<file path="src/sv/piecewise_linear_contrast_macros.svh">
// Assertion macros for the piecewise linear contrast block.
// Used by the RTL files that carry concurrent checks; needs clk and arst_n in scope.
`ifndef PIECEWISE_LINEAR_CONTRAST_MACROS_SVH
`define PIECEWISE_LINEAR_CONTRAST_MACROS_SVH

// Check on every rising clock edge, off while reset is asserted.
`define PLC_ASSERT(label, prop, msg) \
	label: assert property (@(posedge clk) disable iff (!arst_n) (prop)) else $error(msg);

// Check that holds in the cycle after a condition.
`define PLC_ASSERT_NEXT(label, cond, prop, msg) \
	label: assert property (@(posedge clk) disable iff (!arst_n) (cond) |=> (prop)) \
		else $error(msg);

`endif

</file>
<file path="src/sv/plc_pkg.sv">
// Shared types and constants for the piecewise linear contrast pipeline.
// No dependencies; imported by every plc module and the top level.
`timescale 1ns / 1ps

package plc_pkg;

	localparam int PIXEL_BITS = 8;
	localparam int NUM_BITS   = 2 * PIXEL_BITS;
	localparam int APB_BITS   = 32;
	localparam int ADDR_BITS  = 4;

	typedef logic [PIXEL_BITS-1:0] level_t;
	typedef logic [NUM_BITS-1:0]   num_t;

	localparam level_t LEVEL_MAX = '1;

	// register index codes (byte address / 4)
	typedef logic [1:0] reg_idx_t;
	localparam reg_idx_t REG_KNEE_IN_LOW   = 2'd0;
	localparam reg_idx_t REG_KNEE_OUT_LOW  = 2'd1;
	localparam reg_idx_t REG_KNEE_IN_HIGH  = 2'd2;
	localparam reg_idx_t REG_KNEE_OUT_HIGH = 2'd3;

	typedef struct packed {
		level_t r1;
		level_t s1;
		level_t r2;
		level_t s2;
	} knees_t;

	// segment operands: result = base + floor(+/-(a*b)/den)
	typedef struct packed {
		level_t a;
		level_t b;
		level_t den;
		level_t base;
		logic   neg;
	} seg_t;

	// divider state handed from cell to cell
	typedef struct packed {
		num_t   rem;
		level_t den;
		level_t quo;
		level_t base;
		logic   neg;
	} div_t;

endpackage

</file>
<file path="src/sv/piecewise_linear_contrast.sv">
// Piecewise linear contrast stretch of a gray pixel stream.
// Pixels enter on in_valid/in_ready with pixel_in; results leave on
// out_valid/out_ready with pixel_out, one result per pixel, in order.
// Knees are set through the APB port: knee_in_low at 0x0, knee_out_low at
// 0x4, knee_in_high at 0x8, knee_out_high at 0xC; write only while idle.
// Registered cells from an input transfer to out_valid: segment select,
// multiply, eight divider cells, output. Throughput: one pixel per cycle
// while out_ready stays high; each divider cell resolves one quotient bit.
// Every cell has its own valid bit and ready = !valid || downstream ready,
// so empty slots collapse; when the receiver stalls the chain fills up and
// in_ready drops only once every cell holds a pixel. While a result waits,
// new pixels are still taken as long as an empty cell remains.
// Reset (arst_n low) empties the chain and loads the knees with bypass
// values (0, 0, 255, 255), so pixels pass unchanged until configured.
// Depends on plc_pkg, the plc cells and the assertion macro header.
`timescale 1ns / 1ps
`include "piecewise_linear_contrast_macros.svh"

module piecewise_linear_contrast (
	input  logic                             clk,
	input  logic                             arst_n,
	input  logic                             psel,
	input  logic                             penable,
	input  logic                             pwrite,
	input  logic [plc_pkg::ADDR_BITS-1:0]    paddr,
	input  logic [plc_pkg::APB_BITS-1:0]     pwdata,
	output logic [plc_pkg::APB_BITS-1:0]     prdata,
	output logic                             pready,
	input  logic                             in_valid,
	output logic                             in_ready,
	input  logic [plc_pkg::PIXEL_BITS-1:0]   pixel_in,
	output logic                             out_valid,
	input  logic                             out_ready,
	output logic [plc_pkg::PIXEL_BITS-1:0]   pixel_out
);
	import plc_pkg::*;

	knees_t   knees_q;
	reg_idx_t reg_idx;
	level_t   rd_level;
	logic     wr_en;

	seg_t seg_data;
	logic seg_valid;
	logic seg_ready;

	div_t div_data  [PIXEL_BITS+1];
	logic div_valid [PIXEL_BITS+1];
	logic div_ready [PIXEL_BITS+1];

	// ---- configuration ----
	assign pready  = 1'b1;
	assign reg_idx = paddr[ADDR_BITS-1:2];
	assign wr_en   = psel && penable && pwrite && pready;

	always_ff @(posedge clk or negedge arst_n) begin
		if (!arst_n) begin
			knees_q <= '{r1: '0, s1: '0, r2: LEVEL_MAX, s2: LEVEL_MAX};
		end else if (wr_en) begin
			unique case (reg_idx)
				REG_KNEE_IN_LOW:   knees_q.r1 <= pwdata[PIXEL_BITS-1:0];
				REG_KNEE_OUT_LOW:  knees_q.s1 <= pwdata[PIXEL_BITS-1:0];
				REG_KNEE_IN_HIGH:  knees_q.r2 <= pwdata[PIXEL_BITS-1:0];
				REG_KNEE_OUT_HIGH: knees_q.s2 <= pwdata[PIXEL_BITS-1:0];
				default:           knees_q    <= knees_q;
			endcase
		end
	end

	always_comb begin
		unique case (reg_idx)
			REG_KNEE_IN_LOW:   rd_level = knees_q.r1;
			REG_KNEE_OUT_LOW:  rd_level = knees_q.s1;
			REG_KNEE_IN_HIGH:  rd_level = knees_q.r2;
			REG_KNEE_OUT_HIGH: rd_level = knees_q.s2;
			default:           rd_level = '0;
		endcase
	end

	assign prdata = {{(APB_BITS-PIXEL_BITS){1'b0}}, rd_level};

	// ---- cell chain ----
	plc_seg_cell u_seg (
		.clk     (clk),
		.arst_n  (arst_n),
		.knees   (knees_q),
		.valid_i (in_valid),
		.pixel_i (pixel_in),
		.ready_o (in_ready),
		.valid_o (seg_valid),
		.data_o  (seg_data),
		.ready_i (seg_ready)
	);

	plc_mul_cell u_mul (
		.clk     (clk),
		.arst_n  (arst_n),
		.valid_i (seg_valid),
		.data_i  (seg_data),
		.ready_o (seg_ready),
		.valid_o (div_valid[0]),
		.data_o  (div_data[0]),
		.ready_i (div_ready[0])
	);

	for (genvar k = 0; k < PIXEL_BITS; k++) begin : g_div
		plc_div_cell #(
			.STEP (PIXEL_BITS - 1 - k)
		) u_div (
			.clk     (clk),
			.arst_n  (arst_n),
			.valid_i (div_valid[k]),
			.data_i  (div_data[k]),
			.ready_o (div_ready[k]),
			.valid_o (div_valid[k+1]),
			.data_o  (div_data[k+1]),
			.ready_i (div_ready[k+1])
		);
	end

	plc_out_cell u_out (
		.clk     (clk),
		.arst_n  (arst_n),
		.valid_i (div_valid[PIXEL_BITS]),
		.data_i  (div_data[PIXEL_BITS]),
		.ready_o (div_ready[PIXEL_BITS]),
		.valid_o (out_valid),
		.pixel_o (pixel_out),
		.ready_i (out_ready)
	);

	// input side blocks only when the whole chain is full behind a stalled receiver
	`PLC_ASSERT(a_in_block, in_ready || (out_valid && !out_ready), "input blocked without stall")
	`PLC_ASSERT_NEXT(a_out_hold, out_valid && !out_ready, out_valid && $stable(pixel_out),
		"waiting result changed")
	`PLC_ASSERT(a_pready_high, pready, "pready dropped")

endmodule

</file>
<file path="src/sv/plc_seg_cell.sv">
// First cell: picks the curve segment for a pixel and registers its operands.
// Depends on plc_pkg.
`timescale 1ns / 1ps

module plc_seg_cell (
	input  logic            clk,
	input  logic            arst_n,
	input  plc_pkg::knees_t knees,
	input  logic            valid_i,
	input  plc_pkg::level_t pixel_i,
	output logic            ready_o,
	output logic            valid_o,
	output plc_pkg::seg_t   data_o,
	input  logic            ready_i
);
	import plc_pkg::*;

	logic valid_q;
	seg_t data_q;
	seg_t seg_d;
	logic bypass;

	assign bypass = (knees.r1 == knees.r2) || (knees.r1 == '0) || (knees.r2 == LEVEL_MAX);

	always_comb begin
		seg_d = '{a: '0, b: '0, den: level_t'(1), base: pixel_i, neg: 1'b0};
		priority if (bypass) begin
			// numerator zero, pixel passes through base
			seg_d.base = pixel_i;
		end else if (pixel_i <= knees.r1) begin
			seg_d.a    = pixel_i;
			seg_d.b    = knees.s1;
			seg_d.den  = knees.r1;
			seg_d.base = '0;
		end else if (pixel_i >= knees.r2) begin
			seg_d.a    = pixel_i - knees.r2;
			seg_d.b    = LEVEL_MAX - knees.s2;
			seg_d.den  = LEVEL_MAX - knees.r2;
			seg_d.base = knees.s2;
		end else begin
			// middle segment: when falling, divide the magnitude, floor fixed at the end
			seg_d.neg  = knees.s2 < knees.s1;
			seg_d.a    = pixel_i - knees.r1;
			seg_d.b    = seg_d.neg ? (knees.s1 - knees.s2) : (knees.s2 - knees.s1);
			seg_d.den  = knees.r2 - knees.r1;
			seg_d.base = knees.s1;
		end
	end

	assign ready_o = !valid_q || ready_i;
	assign valid_o = valid_q;
	assign data_o  = data_q;

	always_ff @(posedge clk or negedge arst_n) begin
		if (!arst_n) begin
			valid_q <= 1'b0;
		end else if (ready_o) begin
			valid_q <= valid_i;
		end
	end

	always_ff @(posedge clk) begin
		if (ready_o && valid_i) begin
			data_q <= seg_d;
		end
	end

endmodule

</file>
<file path="src/sv/plc_mul_cell.sv">
// Multiplier cell: forms the segment numerator a*b for the divider chain.
// Depends on plc_pkg.
`timescale 1ns / 1ps

module plc_mul_cell (
	input  logic          clk,
	input  logic          arst_n,
	input  logic          valid_i,
	input  plc_pkg::seg_t data_i,
	output logic          ready_o,
	output logic          valid_o,
	output plc_pkg::div_t data_o,
	input  logic          ready_i
);
	import plc_pkg::*;

	logic valid_q;
	div_t data_q;
	num_t prod;

	assign prod    = num_t'(data_i.a) * num_t'(data_i.b);
	assign ready_o = !valid_q || ready_i;
	assign valid_o = valid_q;
	assign data_o  = data_q;

	always_ff @(posedge clk or negedge arst_n) begin
		if (!arst_n) begin
			valid_q <= 1'b0;
		end else if (ready_o) begin
			valid_q <= valid_i;
		end
	end

	always_ff @(posedge clk) begin
		if (ready_o && valid_i) begin
			data_q <= '{rem: prod, den: data_i.den, quo: '0, base: data_i.base,
				neg: data_i.neg};
		end
	end

endmodule

</file>
<file path="src/sv/plc_div_cell.sv">
// Restoring divider cell: resolves one quotient bit per pipeline step.
// Depends on plc_pkg and the assertion macro header.
`timescale 1ns / 1ps
`include "piecewise_linear_contrast_macros.svh"

module plc_div_cell #(
	parameter int STEP = 0
) (
	input  logic          clk,
	input  logic          arst_n,
	input  logic          valid_i,
	input  plc_pkg::div_t data_i,
	output logic          ready_o,
	output logic          valid_o,
	output plc_pkg::div_t data_o,
	input  logic          ready_i
);
	import plc_pkg::*;

	localparam level_t LOW_MASK = level_t'((1 << STEP) - 1);

	logic valid_q;
	div_t data_q;
	div_t next_d;
	num_t shifted;
	num_t shifted_q;
	logic take;

	assign shifted   = num_t'(data_i.den) << STEP;
	assign shifted_q = num_t'(data_q.den) << STEP;
	assign take      = data_i.rem >= shifted;

	always_comb begin
		next_d = data_i;
		next_d.quo[STEP] = take;
		if (take) begin
			next_d.rem = data_i.rem - shifted;
		end
	end

	assign ready_o = !valid_q || ready_i;
	assign valid_o = valid_q;
	assign data_o  = data_q;

	always_ff @(posedge clk or negedge arst_n) begin
		if (!arst_n) begin
			valid_q <= 1'b0;
		end else if (ready_o) begin
			valid_q <= valid_i;
		end
	end

	always_ff @(posedge clk) begin
		if (ready_o && valid_i) begin
			data_q <= next_d;
		end
	end

	// quotient fits the pixel width, so the remainder stays below this cell's shifted divisor
	`PLC_ASSERT(a_rem_bound, !valid_q || (data_q.rem < shifted_q), "divider remainder too large")
	`PLC_ASSERT(a_quo_low, !valid_q || ((data_q.quo & LOW_MASK) == '0), "unresolved bits set")
	`PLC_ASSERT_NEXT(a_stall_hold, valid_q && !ready_i, valid_q && $stable(data_q),
		"stalled divider stage changed")

endmodule

</file>
<file path="src/sv/plc_out_cell.sv">
// Output cell: applies base and sign, with floor correction for falling segments.
// Depends on plc_pkg.
`timescale 1ns / 1ps

module plc_out_cell (
	input  logic            clk,
	input  logic            arst_n,
	input  logic            valid_i,
	input  plc_pkg::div_t   data_i,
	output logic            ready_o,
	output logic            valid_o,
	output plc_pkg::level_t pixel_o,
	input  logic            ready_i
);
	import plc_pkg::*;

	logic                  valid_q;
	level_t                pixel_q;
	logic [PIXEL_BITS:0]   sum;
	logic [PIXEL_BITS:0]   round_up;

	// negative numerator: floor(-n/d) = -ceil(n/d)
	assign round_up = (data_i.rem != '0) ? (PIXEL_BITS+1)'(1) : '0;

	always_comb begin
		if (data_i.neg) begin
			sum = {1'b0, data_i.base} - {1'b0, data_i.quo} - round_up;
		end else begin
			sum = {1'b0, data_i.base} + {1'b0, data_i.quo};
		end
	end

	assign ready_o = !valid_q || ready_i;
	assign valid_o = valid_q;
	assign pixel_o = pixel_q;

	always_ff @(posedge clk or negedge arst_n) begin
		if (!arst_n) begin
			valid_q <= 1'b0;
		end else if (ready_o) begin
			valid_q <= valid_i;
		end
	end

	always_ff @(posedge clk) begin
		if (ready_o && valid_i) begin
			pixel_q <= sum[PIXEL_BITS-1:0];
		end
	end

endmodule

</file>
<file path="config.mk">
export PLATFORM = sky130hd
export DESIGN_NAME = piecewise_linear_contrast
export DESIGN_NICKNAME = d
export VERILOG_FILES = /design/src/sv/plc_pkg.sv /design/src/sv/piecewise_linear_contrast.sv /design/src/sv/plc_seg_cell.sv /design/src/sv/plc_mul_cell.sv /design/src/sv/plc_div_cell.sv /design/src/sv/plc_out_cell.sv
export VERILOG_INCLUDE_DIRS = /design/src /design/src/sv
export SDC_FILE = /design/constraint.sdc
export NUM_CORES = 1
export LEC_CHECK = 0
export ABC_CLOCK_PERIOD_IN_PS = 4500
export BUFFER_PORTS_ARGS = -buffer_cell sky130_fd_sc_hd__buf_2
export CAP_MARGIN = 0
export CORE_MARGIN = 4
export CORE_UTILIZATION = 45
export DETAILED_ROUTE_END_ITERATION = 12
export GPL_ROUTABILITY_DRIVEN = 1
export HOLD_SLACK_MARGIN = 0.08
export SLEW_MARGIN = 10
export SYNTH_ARGS = -nofsm -noshare
export SYNTH_HDL_FRONTEND = slang
export SYNTH_SLANG_ARGS = --single-unit
</file>
<file path="constraint.sdc">
create_clock -name clk -period 4.5 [get_ports clk]
set_clock_uncertainty 0.15 [all_clocks]
set_input_delay 0.225 -clock clk [delete_from_list [all_inputs] [get_ports clk]]
set_output_delay 0.225 -clock clk [all_outputs]
set_load 0.02 [all_outputs]
</file>
-- Word-level counts from Yosys, hierarchy flattened
Index checks and enable logic that the tools add are counted.
- bits in registers: 409
- bits of input ports: 51
- output and inout bits: 43
- word-level logic and storage cells: 159
- add/subtract/negate cells: 18
- multipliers: 1
- magnitude comparators: 11
- eq/ne operators: 5
- mux-type cells: 15
- reduce and logical (&&, ||, !) cells: 45
- operator list (cell ; count):
    two-way mux 16 bit ; 8
    two-way mux 32 bit ; 2
    subtractor 8 bit ; 7
    case mux 8 bit (4 select lines) ; 1
    two-way mux 8 bit ; 3
    >= comparator 16 x 10 -> 1 bit ; 1
    >= comparator 16 x 11 -> 1 bit ; 1
    >= comparator 16 x 12 -> 1 bit ; 1
    >= comparator 16 x 13 -> 1 bit ; 1
    >= comparator 16 x 14 -> 1 bit ; 1
    >= comparator 16 x 15 -> 1 bit ; 1
    >= comparator 16 x 8 -> 1 bit ; 1
    >= comparator 16 x 9 -> 1 bit ; 1
    multiplier 8 x 8 -> 16 bit ; 1
    nonzero test 16 bit ; 1
    subtractor 16 x 10 -> 16 bit ; 1
    subtractor 16 x 11 -> 16 bit ; 1
    subtractor 16 x 12 -> 16 bit ; 1
    subtractor 16 x 13 -> 16 bit ; 1
    subtractor 16 x 14 -> 16 bit ; 1
    subtractor 16 x 15 -> 16 bit ; 1
    subtractor 16 x 8 -> 16 bit ; 1
    subtractor 16 x 9 -> 16 bit ; 1
    subtractor 8 bit (first input constant) ; 2
    16 further kinds ; 54

-- Logic depth before layout (Yosys ltp)
- depth after elaboration: 13
- gate-level depth with buffers: 16
- gate-level depth less buffers: 16

-- By module
A second synthesis with hierarchy kept.
- cell total of the unflattened synthesis: 2001
- area total of the unflattened synthesis: 24785.0 um2
- by module, submodules not included (module ; instances ; cells each ; area an instance (um2) ; seq. area each (um2)):
    plc_seg_cell ; 1 ; 432 ; 3578.4 ; 1016.0
    plc_mul_cell ; 1 ; 289 ; 3211.8 ; 1016.0
    plc_div_cell (g_div[7].u_div) ; 1 ; 139 ; 1968.1 ; 1256.2
    plc_div_cell (g_div[6].u_div) ; 1 ; 142 ; 1964.4 ; 1256.2
    plc_div_cell (g_div[4].u_div) ; 1 ; 133 ; 1931.9 ; 1256.2
    plc_div_cell (g_div[5].u_div) ; 1 ; 138 ; 1906.8 ; 1256.2
    plc_div_cell (g_div[3].u_div) ; 1 ; 136 ; 1900.6 ; 1256.2
    plc_div_cell (g_div[1].u_div) ; 1 ; 121 ; 1890.6 ; 1256.2
    plc_div_cell (g_div[0].u_div) ; 1 ; 119 ; 1859.3 ; 1256.2
    plc_div_cell (g_div[2].u_div) ; 1 ; 128 ; 1855.5 ; 1256.2
    piecewise_linear_contrast ; 1 ; 107 ; 1645.3 ; 820.8
    plc_out_cell ; 1 ; 117 ; 1072.3 ; 265.3

-- Least setup slack after synthesis
OpenSTA, ideal clock, no wires.
- path type: reg-to-reg
- start: register u_seg.data_q (netlist bit u_seg.data_o[27])
- end: register u_mul.data_q (netlist bit u_mul.data_o[40]) (data pin)
- setup time: 264 ps
- arrival: 3993 ps
- required time: 4086 ps
- path slack: 93 ps
- cell stages (with the launch flop): 14
- buffers on the path: 0
- clock period less this slack: 4407 ps
- path through: edfxtp_1 and2_1 fa_1 fa_1 fa_1 inv_1 fa_1 inv_1 ha_1 or2_2 a21oi_1 a21oi_1 a221oi_1 xnor2_1
- longest elaborated chain between the ends: 1
- ends and longest elaborated chain (what ; line ; RTL):
    from (decl) ; plc_seg_cell.sv:19 ; seg_t data_q;
    from (signal assigned) ; plc_seg_cell.sv:64 ; data_q <= seg_d;
    multiplier 8 x 8 -> 16 bit ; plc_mul_cell.sv:21 ; assign prod = num_t'(data_i.a) * num_t'(data_i.b);
    net u_mul.prod[15] ; plc_mul_cell.sv:19 ; num_t prod;
    to (signal assigned) ; plc_mul_cell.sv:36 ; data_q <= '{rem: prod, den: data_i.den, quo: '0, base: data_i.base,
    to (decl) ; plc_mul_cell.sv:18 ; div_t data_q;
The timed path passes the listed nets, and every way through them passes these cells.
A chain may end at the register's enable or synchronous reset.

-- Worst setup path after layout
- start: register u_seg.data_q (netlist bit u_seg.data_o[21])
- end: register u_mul.data_q (netlist bit u_mul.data_o[39]) (data pin)
The elaborated chain is that of the path after synthesis.

==> impl_metrics.env <==
export IMPL_route_detailed_vias_per_inst=5.172
export IMPL_synth_yosys_warnings=0
export IMPL_finish_instance_area_mm2=0.02564
export IMPL_finalWirelength_um=43420
export IMPL_grt_first_pass_wirelength_um=71950
export IMPL_placed_area_mm2=0.02375
export IMPL_layout_min_cycle_time_ns=4.399
export IMPL_rsz_0062_raised_after_global_routing="true"
export IMPL_worstSetupStartpointType="flip-flop"
export IMPL_global_placement_routability_congestion=0.8840
export IMPL_globalRouteOverflowTotal=0
export IMPL_floorplan_die_width_um=232.2
export IMPL_number_of_global_route_vias_before_repair=14490
export IMPL_asyncSetResetFlopFracSynth_pct=10.51
export IMPL_run_status="complete, no violations"
export IMPL_setup_violations=0
export IMPL_fin_nets=2277
export IMPL_worst_setup_path_end_kind="flip-flop"
export IMPL_detail_route_iter0_violations=694
export IMPL_grt_util_all_layers_pct=16.42
export IMPL_power_per_cell_area_mw_per_mm2=789.8
export IMPL_cts_root_buffer_cell="sky130_fd_sc_hd__clkbuf_16"
export IMPL_tightest_slew_margin_relative_to_the_limit_pct=26.78
export IMPL_critical_path_peak_fanout=4
export IMPL_internal_power_uw=12780
export IMPL_final_layout_size_suffix_gt1_share_pct=13.69
export IMPL_postSynthRegisterBits=409
export IMPL_fp_dieH_um=232.2
export IMPL_ctsHtreeMaxLevel=2
export IMPL_area_share_of_the_largest_cell_type_after_synthesis_pct=48.60
export IMPL_net_switching_power_uw=7477
export IMPL_post_route_drc_violation_count=0
export IMPL_ctsLongestPathBuffers=3
export IMPL_first_pass_iters=4
export IMPL_sequential_fraction_of_design_power_pct=33.7
export IMPL_placement_io_buffers=42
export IMPL_nFillCells=4169
export IMPL_antenna_found_initial=0
export IMPL_start_util_pct=45.82
export IMPL_synth_seq_area_share_pct=53.45
export IMPL_yosys_top_cells_area="sky130_fd_sc_hd__edfxtp_1 (49%), sky130_fd_sc_hd__ha_1 (8.7%), sky130_fd_sc_hd__fa_1 (4.6%), sky130_fd_sc_hd__inv_1 (3.3%), sky130_fd_sc_hd__dfrtp_1 (3.0%)"
export IMPL_final_hold_violation_count=0
export IMPL_power_combinational_fraction_pct=48.6
export IMPL_max_freq_mhz=227.3
export IMPL_worst_hold_slack_ns=0.1226
export IMPL_timing_worst_slew_pin_value_ns=1.096
export IMPL_clkSlewWorstSetupHoldPaths_ns=0.06
export IMPL_core_area_mm2=0.04936
export IMPL_synthesis_instances=1891
export IMPL_rows=81
export IMPL_syn_to_final_growth_pct=13.40
export IMPL_finalSetupTns_ns=0
export IMPL_cp_arrival_ns=4.57
export IMPL_drtAntennaViolNets=0
export IMPL_slew_viol_final=0
export IMPL_pin_count=94
export IMPL_synth_cell_type_count=82
export IMPL_worst_min_delay_path_class="primary input to flip-flop"
export IMPL_crit_required_ns=4.67
export IMPL_cts_sink_count=409
export IMPL_finalPower_uw=20250
export IMPL_synth_edff_count=366
export IMPL_detailedPlacementHpwl_um=32850
export IMPL_cts_buffers_inserted=45
export IMPL_syn_avg_cell_area_um2=11.96
export IMPL_synth_cell_area_mm2=0.02261
export IMPL_timing_max_cap_violations=0
export IMPL_num_antenna_cells=0
export IMPL_min_period_over_period_pct=97.76
export IMPL_p_clk_share_pct=17.6
export IMPL_leakagePower_uw=0.01039
export IMPL_floorplan_die_area_mm2=0.05390
export IMPL_power_share_switching_pct=36.91
export IMPL_clock_insertion_delay_worst_skew_ns=0.58
export IMPL_vias=14050
export IMPL_synth_top_cell_by_area="sky130_fd_sc_hd__edfxtp_1"
export IMPL_ys_flop_type="sky130_fd_sc_hd__edfxtp_1"
export IMPL_route_detailed_wl_per_inst_um=15.99
export IMPL_tritoncts_clock_tree="built"
export IMPL_pin_count_of_the_biggest_net_entering_global_routing=44
export IMPL_ir_drop_v=0.0007850
export IMPL_criticalPathCategory="flip-flop to flip-flop"
-- worst max-delay path, cell delays in order, from the launching register on --
cell	delay, ns
sky130_fd_sc_hd__edfxtp_1	0.43
sky130_fd_sc_hd__buf_4	0.17
sky130_fd_sc_hd__and2_4	0.15
sky130_fd_sc_hd__fa_1	0.55
sky130_fd_sc_hd__fa_1	0.43
sky130_fd_sc_hd__fa_1	0.53
sky130_fd_sc_hd__inv_2	0.05
sky130_fd_sc_hd__fa_1	0.54
sky130_fd_sc_hd__inv_2	0.05
sky130_fd_sc_hd__ha_4	0.16
sky130_fd_sc_hd__or3_4	0.38
sky130_fd_sc_hd__o2111ai_4	0.21
sky130_fd_sc_hd__o21ai_1	0.08
sky130_fd_sc_hd__a21oi_1	0.18
sky130_fd_sc_hd__xnor2_1	0.10
-- logic make-up after synthesis --
group	synth area share [%]
DFF	53.45
other	0.03321
adders and majority gates	13.29
and+or+nand+nor	11.45
xor gates and xnor gates	3.873
buffers and inverters	4.847
AOI/OAI and AO/OA	9.838
muxes	3.220
-- flip-flops by register name (all words and copies together), names as in the netlist --
signal               count
g_div.u_div.valid_o      8
u_mul.valid_o            1
knees_q                 32
u_seg.valid_o            1
g_div.u_div.data_o     292
u_mul.data_o            33
u_out.pixel_o            8
u_seg.data_o            33
u_out.valid_o            1
-- per-stage QoR --
stage	std cells	setup WS (ns)	util, %
global placement	2601	-0.07287	48.11
floorplan	1914	0.09322	-
CTS	2709	0.003790	51.64
finish	2716	0.1006	51.96
detailed placement	2601	-0.1196	48.11
global route	2716	-0.06340	51.96
-- metal layers --
| layer | up-vias | share of wire (%) | GRT usage, % |
|---|---|---|---|
| met1 | 6735 | 40 | 19.16 |
| met2 | 226 | 52 | 30.20 |
| met3 | 109 | 3.7 | 2.932 |
| li1 | 6976 | - | - |
| met4 | 0 | 3.7 | 5.922 |
| met5 | - | 0 | 0 |
-- what timing repair did --
item,CTS,global route
resized for setup,10,24
endpoints found under the hold margin,80,0
cloned,0,0
hold buffers,20,0
pin swaps,7,29
endpoints found under the setup margin,3,5
buffers inserted,6,7
-- cell usage in the layout, fill, tap and decap left out, drive strengths merged, types with 10 or more instances in the layout --
master	instances
or3	13
mux2i	15
a21o	24
xor2	41
and2	63
inv	204
clkbuf	52
nor4	17
dlygate4sd3	20
nor2b	34
nand3	18
clkinv	24
dfstp	16
o21ai	98
dfrtp	27
a311oi	11
o21a	15
nand2b	30
nor2	112
fa	52
conb	25
a21oi	116
or2	10
nand4	16
ha	157
xnor2	59
nor3	35
o31ai	11
edfxtp	366
mux2	34
nand2	122
buf	94
-- final timing paths --
check,start,end,slack [ns],depth (start not counted)
worst max-delay path,u_seg.data_o[21],u_mul.data_o[39],0.10,14
worst min-delay path,pwrite,knees_q[25],0.12,5
worst max register to register,u_seg.data_o[21],u_mul.data_o[39],0.10,14
worst min register to register,u_mul.data_o[3],g_div[0].u_div.data_o[3],0.26,0
max in group asynchronous,arst_n,u_seg.valid_o,3.38,2
min in group asynchronous,arst_n,knees_q[20],0.20,2
-- power by group through the flow --
stage | sequential, µW | combinational, µW | clock, µW
detailed placement | 6910 | 9010 | 0
floorplan | 6680 | 6920 | 0
finish | 6840 | 9850 | 3570
global route | 6970 | 11200 | 3850
global placement | 6870 | 8780 | 0
CTS | 6840 | 9340 | 3690
-- area by class of cell --
| class | instances | area [µm²] | share of cell area [%] |
|---|---|---|---|
| clock buffers | 52 | 1184 | 4.616 |
| clock inverters | 30 | 270.3 | 1.054 |
| inverters | 202 | 760.7 | 2.967 |
| multi-input cells | 1245 | 9696 | 37.81 |
| flip-flops and latches | 409 | 12090 | 47.13 |
| well taps | 664 | 830.8 | 3.240 |
| repair buffers | 114 | 815.8 | 3.181 |
-- cells in the mapped netlist (18+ instances only) --
| library cell | number |
|---|---|
| sky130_fd_sc_hd__nand3_1 | 18 |
| sky130_fd_sc_hd__dfrtp_1 | 27 |
| sky130_fd_sc_hd__nor3_1 | 35 |
| sky130_fd_sc_hd__nand2b_1 | 30 |
| sky130_fd_sc_hd__fa_1 | 52 |
| sky130_fd_sc_hd__ha_1 | 157 |
| sky130_fd_sc_hd__a21o_1 | 24 |
| sky130_fd_sc_hd__nand2_1 | 122 |
| sky130_fd_sc_hd__o21ai_0 | 88 |
| sky130_fd_sc_hd__buf_4 | 26 |
| sky130_fd_sc_hd__clkbuf_1 | 25 |
| sky130_fd_sc_hd__and2_1 | 63 |
| sky130_fd_sc_hd__inv_1 | 201 |
| sky130_fd_sc_hd__a21oi_1 | 110 |
| sky130_fd_sc_hd__edfxtp_1 | 366 |
| sky130_fd_sc_hd__mux2_2 | 29 |
| sky130_fd_sc_hd__nor2_1 | 110 |
| sky130_fd_sc_hd__xor2_1 | 41 |
| sky130_fd_sc_hd__xnor2_1 | 59 |
| sky130_fd_sc_hd__nor2b_1 | 33 |
Power figures use the tool's default switching activity.
